`src/psi_pkg.sv`:
```
`timescale 1ns / 1ps

package psi_pkg;

    // Default geometry of the scanner and the sinogram.
    localparam int TX_BLOCKS_DEF     = 78;
    localparam int AX_BLOCKS_DEF     = 25;
    localparam int TOF_BINS_DEF      = 20;
    localparam int PLANE_SIZE_DEF    = 1989;
    localparam int RING_CRYSTALS_DEF = 312;
    localparam int TOF_BIN_PS_DEF    = 300;

    // Crystals per transaxial block and rings per axial block.
    localparam int TX_PER_BLOCK = 4;
    localparam int AX_PER_BLOCK = 8;

    // Fixed field widths of the request and result items.
    localparam int CRYSTAL_W    = 16;
    localparam int TOF_W        = 16;
    localparam int LOAD_PLANE_W = 11;
    localparam int LOAD_BLOCK_W = 7;
    localparam int ADDR_W       = 25;
    localparam int STATUS_W     = 2;
    localparam int ENTRY_W      = LOAD_PLANE_W + 1;

    localparam int S_TDATA_W = 80;
    localparam int M_TDATA_W = 32;

    localparam longint CRYSTAL_MAX   = 65535;
    localparam longint TOF_NEG_LIMIT = 32768;
    localparam longint TOF_POS_LIMIT = 32767;

    typedef enum logic [STATUS_W-1:0] {
        STATUS_OK   = 2'd0,
        STATUS_TOF  = 2'd1,
        STATUS_MISS = 2'd2
    } status_t;

    typedef enum logic {
        FUNC_EVENT = 1'b0,
        FUNC_LOAD  = 1'b1
    } func_t;

    // Number of bits needed to hold values from zero up to the argument.
    function automatic int bits_for(longint value);
        int n;
        n = 1;
        while (n < 62 && (longint'(1) << n) <= value) begin
            n = n + 1;
        end
        return n;
    endfunction

    function automatic longint max_of(longint a, longint b);
        return (a > b) ? a : b;
    endfunction

endpackage

```
`src/psi_const_div.sv`:
```
`timescale 1ns / 1ps

module psi_const_div #(
    parameter int IN_W    = 16,
    parameter int DIVISOR = 312,
    parameter int Q_W     = 8,
    parameter int R_W     = 9
) (
    input  logic            aclk,
    input  logic            en,
    input  logic [IN_W-1:0] dividend,
    output logic [Q_W-1:0]  quotient,
    output logic [R_W-1:0]  remainder
);
    import psi_pkg::*;

    // The reciprocal is scaled so that the estimate is at most one below the quotient.
    localparam int     SHIFT   = IN_W + bits_for(DIVISOR);
    localparam longint RECIP   = (longint'(1) << SHIFT) / DIVISOR;
    localparam int     RECIP_W = bits_for(RECIP);
    localparam int     PROD_W  = IN_W + RECIP_W;

    logic [PROD_W-1:0] prod;
    logic [Q_W-1:0]    est_next;
    logic [Q_W-1:0]    est_reg;
    logic [IN_W-1:0]   x_reg;
    logic [IN_W-1:0]   rem_raw;
    logic              rem_over;
    logic [Q_W-1:0]    quot_next;
    logic [R_W-1:0]    rem_next;
    logic [Q_W-1:0]    quot_reg;
    logic [R_W-1:0]    rem_reg;

    // First stage: multiply by the reciprocal.
    assign prod     = PROD_W'(dividend) * PROD_W'(RECIP);
    assign est_next = Q_W'(prod >> SHIFT);

    always_ff @(posedge aclk) begin
        if (en) begin
            est_reg <= est_next;
            x_reg   <= dividend;
        end
    end

    // Second stage: form the remainder and correct the estimate by one step.
    assign rem_raw   = x_reg - IN_W'(IN_W'(est_reg) * IN_W'(DIVISOR));
    assign rem_over  = (rem_raw >= IN_W'(DIVISOR));
    assign quot_next = est_reg + Q_W'(rem_over);
    assign rem_next  = rem_over ? R_W'(rem_raw - IN_W'(DIVISOR)) : R_W'(rem_raw);

    always_ff @(posedge aclk) begin
        if (en) begin
            quot_reg <= quot_next;
            rem_reg  <= rem_next;
        end
    end

    assign quotient  = quot_reg;
    assign remainder = rem_reg;

endmodule

```
`config.mk`:
```
export PLATFORM = sky130hd
export DESIGN_NAME = psi_const_div
export DESIGN_NICKNAME = d
export VERILOG_FILES = /design/src/psi_pkg.sv /design/src/psi_const_div.sv
export SDC_FILE = /design/constraint.sdc
export NUM_CORES = 1
export LEC_CHECK = 0
export BUFFER_PORTS_ARGS = -buffer_cell sky130_fd_sc_hd__buf_4
export CAP_MARGIN = 20
export CELL_PAD_IN_SITES_DETAIL_PLACEMENT = 1
export CELL_PAD_IN_SITES_GLOBAL_PLACEMENT = 1
export CORE_MARGIN = 5
export CORE_UTILIZATION = 25
export DETAILED_ROUTE_END_ITERATION = 10
export MAX_ROUTING_LAYER = met4
export PLACE_DENSITY = 0.52
export SLEW_MARGIN = 20
export SYNTH_ARGS = -nofsm -noshare
export SYNTH_HDL_FRONTEND = slang
export SYNTH_SLANG_ARGS = --single-unit
```
`constraint.sdc`:
```
create_clock -name aclk -period 18.45 [get_ports aclk]
set_input_delay 5.535 -clock aclk [delete_from_list [all_inputs] [get_ports aclk]]
set_output_delay 5.535 -clock aclk [all_outputs]
set_load 0.02 [all_outputs]
```
== Word-level counts from Yosys, hierarchy flattened ==
Index checks and enable logic that the tools add are counted.

* Register bits after elaboration: 41
* Logic and storage cells: 11

* $add $sub $neg: 3
* $mul: 2
* Magnitude comparators: 1
* Mux-type cells: 1

{| class="wikitable"
|+ Operator list
! kind !! number
|-
| $mul 16x16->32 const B || 1
|-
| $ge 16x9->1 const B || 1
|-
| $sub 16x16->16 || 1
|-
| $mul 8x6->13 const B || 1
|-
| $mux 9 || 1
|-
| $sub 9x9->9 const B || 1
|-
| $add 8x1->8 || 1
|}

== Longest topological paths before layout ==
* Depth after elaboration: 4
* Gate-level depth with buffers: 26

== Least setup slack after synthesis ==
Ideal clock, no wire load.

* Kind: input to register
* From: input dividend[1]
* To: register est_reg[7], data pin
* Setup time: 0.260 ns
* Arrival: 9.908 ns
* Required time: 18.190 ns
* Setup slack: 8.282 ns
* Cell stages on the path: 17
* Cell sequence: ha_1 inv_1 fa_1 fa_1 inv_1 fa_1 fa_1 fa_1 ha_1 nand3_1 o31ai_1 o31ai_1 a21oi_1 nor3_1 o31ai_1 a21oi_1 xnor2_1

* Longest elaborated chain between the ends: 1

{| class="wikitable"
|+ RTL lines
! what !! RTL line !! text
|-
| from (decl) || psi_const_div.sv:11 || <nowiki>input logic [IN_W-1:0] dividend,</nowiki>
|-
| $mul 16x16->32 || psi_const_div.sv:35 || <nowiki>assign prod = PROD_W'(dividend) * PROD_W'(RECIP);</nowiki>
|-
| net prod[32] || psi_const_div.sv:23 || <nowiki>logic [PROD_W-1:0] prod;</nowiki>
|-
| to (signal assigned) || psi_const_div.sv:40 || <nowiki>est_reg <= est_next;</nowiki>
|-
| to (decl) || psi_const_div.sv:25 || <nowiki>logic [Q_W-1:0] est_reg;</nowiki>
|}

The timed path passes the listed nets, and every way through them passes these cells.
A chain may end at the register's enable or synchronous reset.

== Final worst setup path ==
Ends and elaborated chain as after synthesis.

==> impl_results.md <==
* Outcome: completed
* Post-synthesis sequential area ratio at 19.2%
* Worst-path clk slew at 60 ps
* Routed WL at 14.9 mm
* Setup CP Type: input port to flip-flop
* Clock Sinks at 41
* R2R depth at 25
* Area Growth Syn to Fin at 12.7%
* Die W at 170 um
* Die Area at 28900 um2
* Hold WC Path Type: flip-flop to flip-flop
* Detailed Route Iter0 Violations at 137
* Fin Setup TNS at 0 ps
* Core area at 25200 um2
* Htree depth at 2
* Mapped Area at 6410 um2
* Gr usage total at 11.1%
* Setup crit start: dividend[1]
* Predominant post-synthesis flop cell: edfxtp_1
* Initial core utilization at 25.4%
* Root Driver: clkbuf_16
* Diode count at 0
* Crit-path max FO at 5
* Vias in the first global route at 4991
* Top Metal Used: met4
* RSZ-0062 raised after global routing: false
* DRC violations left at 0
* Flip-flop and latch count after synthesis at 41
* Max-cap violations at 0
* Count leader, synth: inv_1
* Clock Skew at 3.83 ps
* Tightest Pin Transition at 536 ps
* Number of hold buffers added after CTS at 0
* DP Wirelength at 13.4 mm
* Vias per cell at 4.37
* M1 WL at 6.90 mm
* Drt pass-1 iters at 4
* CTS tree: built
* Setup repair bufs after CTS at 0
* Largest area contributor in the netlist: ha_1
* Routed WL per cell at 14.8 um
* Ports at 35
* Most area-consuming cells after synthesis: ha_1 (31%), edfxtp_1 (19%), fa_1 (19%)
* Met2 wire len at 7.41 mm
* Slew Viols, Final at 0
* Post-Syn Area per Cell at 10.1 um2
* Crit path DAT at 10460 ps
* R2R setup slack at 12550 ps
* First-pass GRT wire length at 25.1 mm
* Grt ovf at 0
* Post-synth ARST share at 0%
* Synth cell count leaders: inv_1 (172), ha_1 (159), fa_1 (61)
* Largest net degree at the start of global routing at 42
* Final Setup Violations at 0
* Clk buf depth at 2
* Endpoint class of the critical path: flip-flop
* YS warnings at 0
* RR Startpoint: est_reg[5]$_DFFE_PP_
* Fin nets at 912
* Max reg flops at 16
* CP Capture Point: est_reg[7]$_DFFE_PP_
* WL met3 at 244 um
* Fin. Hold Viols at 0
* Layout cell share with drive strength beyond 1 at 7.26%
* I/O Buffers at 34
* Synth Instances at 633
* Die H at 170 um
* CP Launch Type: input port
* Initial antenna violation count at 0
* Crit path time final at 10430 ps
* Rows at 58
* Top cell type's share of synthesized area at 31.1%
* Clock latency on the worst-skew pair at 280 ps
* Via count at 4396
* GPL Wtd Cong at 0.858
* Relative slew slack at 64.3%
* Post-CTS sizing at 0
* Num CTS Buffers at 5
* Post-synth EDFFs at 41
* Post-Syn Nets at 871
* Crit share post-route at 56.5%
* Fmax at 95.9 MHz
* Synth unique cells at 47
* Capturing point of the worst reg2reg path: quotient[6]$_DFFE_PP_
* Critical Path RT at 18480 ps
* Post-route ant nets at 0
-- worst min path at each step --
stage,start,endpoint,slack (ps),cells past startpoint
final,x_reg[0]$_DFFE_PP_,remainder[0]$_DFFE_PP_,430,0
after global routing,x_reg[1]$_DFFE_PP_,remainder[1]$_DFFE_PP_,450,0
after CTS,x_reg[0]$_DFFE_PP_,remainder[0]$_DFFE_PP_,430,0
after detailed placement,x_reg[0]$_DFFE_PP_,remainder[0]$_DFFE_PP_,410,0
after global placement,x_reg[0]$_DFFE_PP_,remainder[0]$_DFFE_PP_,410,0
after floorplan,x_reg[0]$_DFFE_PP_,remainder[0]$_DFFE_PP_,400,0
-- metrics by stage --
step	hold WS, ps	setup WS [ps]	instance area, um2	cells	utilization (%)
2_1_floorplan	400	8280	6410	633	-
5_1_grt	452	7780	7220	1005	28.7
3_3_place_gp	407	7780	7070	997	28.1
3_5_place_dp	411	7660	7070	997	28.1
6_report	427	8020	7220	1005	28.7
4_1_cts	426	7960	7220	1005	28.7
-- kinds of logic (layout without fill, tap and decap cells) --
logic type | Yosys count | in the layout | share of synthesized area [%]
AOI/OAI and AO/OA | 80 | 80 | 8.30
xor gates and xnor gates | 34 | 34 | 4.86
adders and majority gates | 220 | 220 | 50.1
buffers and inverters | 172 | 214 | 10.1
DFF | 41 | 41 | 19.2
muxes | 2 | 2 | 0.332
and+or+nand+nor | 84 | 84 | 7.09
-- placed cells by master (no fill, tap or decap), types with 5 or more instances in the layout --
| cell | n |
|---|---|
| nor3_1 | 7 |
| clkbuf_16 | 5 |
| a21oi_1 | 27 |
| nand4_1 | 6 |
| or3_1 | 5 |
| o21ai_0 | 15 |
| nor2_1 | 16 |
| ha_1 | 159 |
| nor2b_1 | 7 |
| xnor2_1 | 24 |
| fa_1 | 61 |
| edfxtp_1 | 41 |
| nand3_1 | 11 |
| nand2_1 | 11 |
| inv_1 | 172 |
| nand2b_1 | 7 |
| a21o_1 | 6 |
| buf_4 | 34 |
| xor2_1 | 9 |
-- critical path: stages --
cell and delay (ps):
buf_4 130, ha_1 310, inv_1 90, fa_1 460, fa_1 520, inv_1 60, fa_1 510, fa_1 520
fa_1 490, ha_1 330, nand3_1 80, o31ai_1 250, o31ai_1 140, a21oi_1 290, nor3_1 130, o31ai_1 350
a21oi_1 140, xnor2_1 130
-- routing by layer --
metal	track usage (%)	vias to the layer above
met5	-	-
met4	3.23	0
met3	1.07	15
met2	18.7	40
met1	14.2	2174
li1	-	2167
-- layout make-up --
| cell class | instances | area [um2] |
|---|---|---|
| Sequential cell | 41 | 1230 |
| Clock inverter | 2 | 15.0 |
| Tap cell | 330 | 413 |
| Multi-Input combinational cell | 420 | 4530 |
| Fill cell | 2881 | 18000 |
| Timing Repair Buffer | 34 | 255 |
| Inverter | 172 | 646 |
| Clock buffer | 6 | 129 |
Power is not shown: default switching activity piles up to over one toggle a cycle in this logic, so the estimate is an artifact.
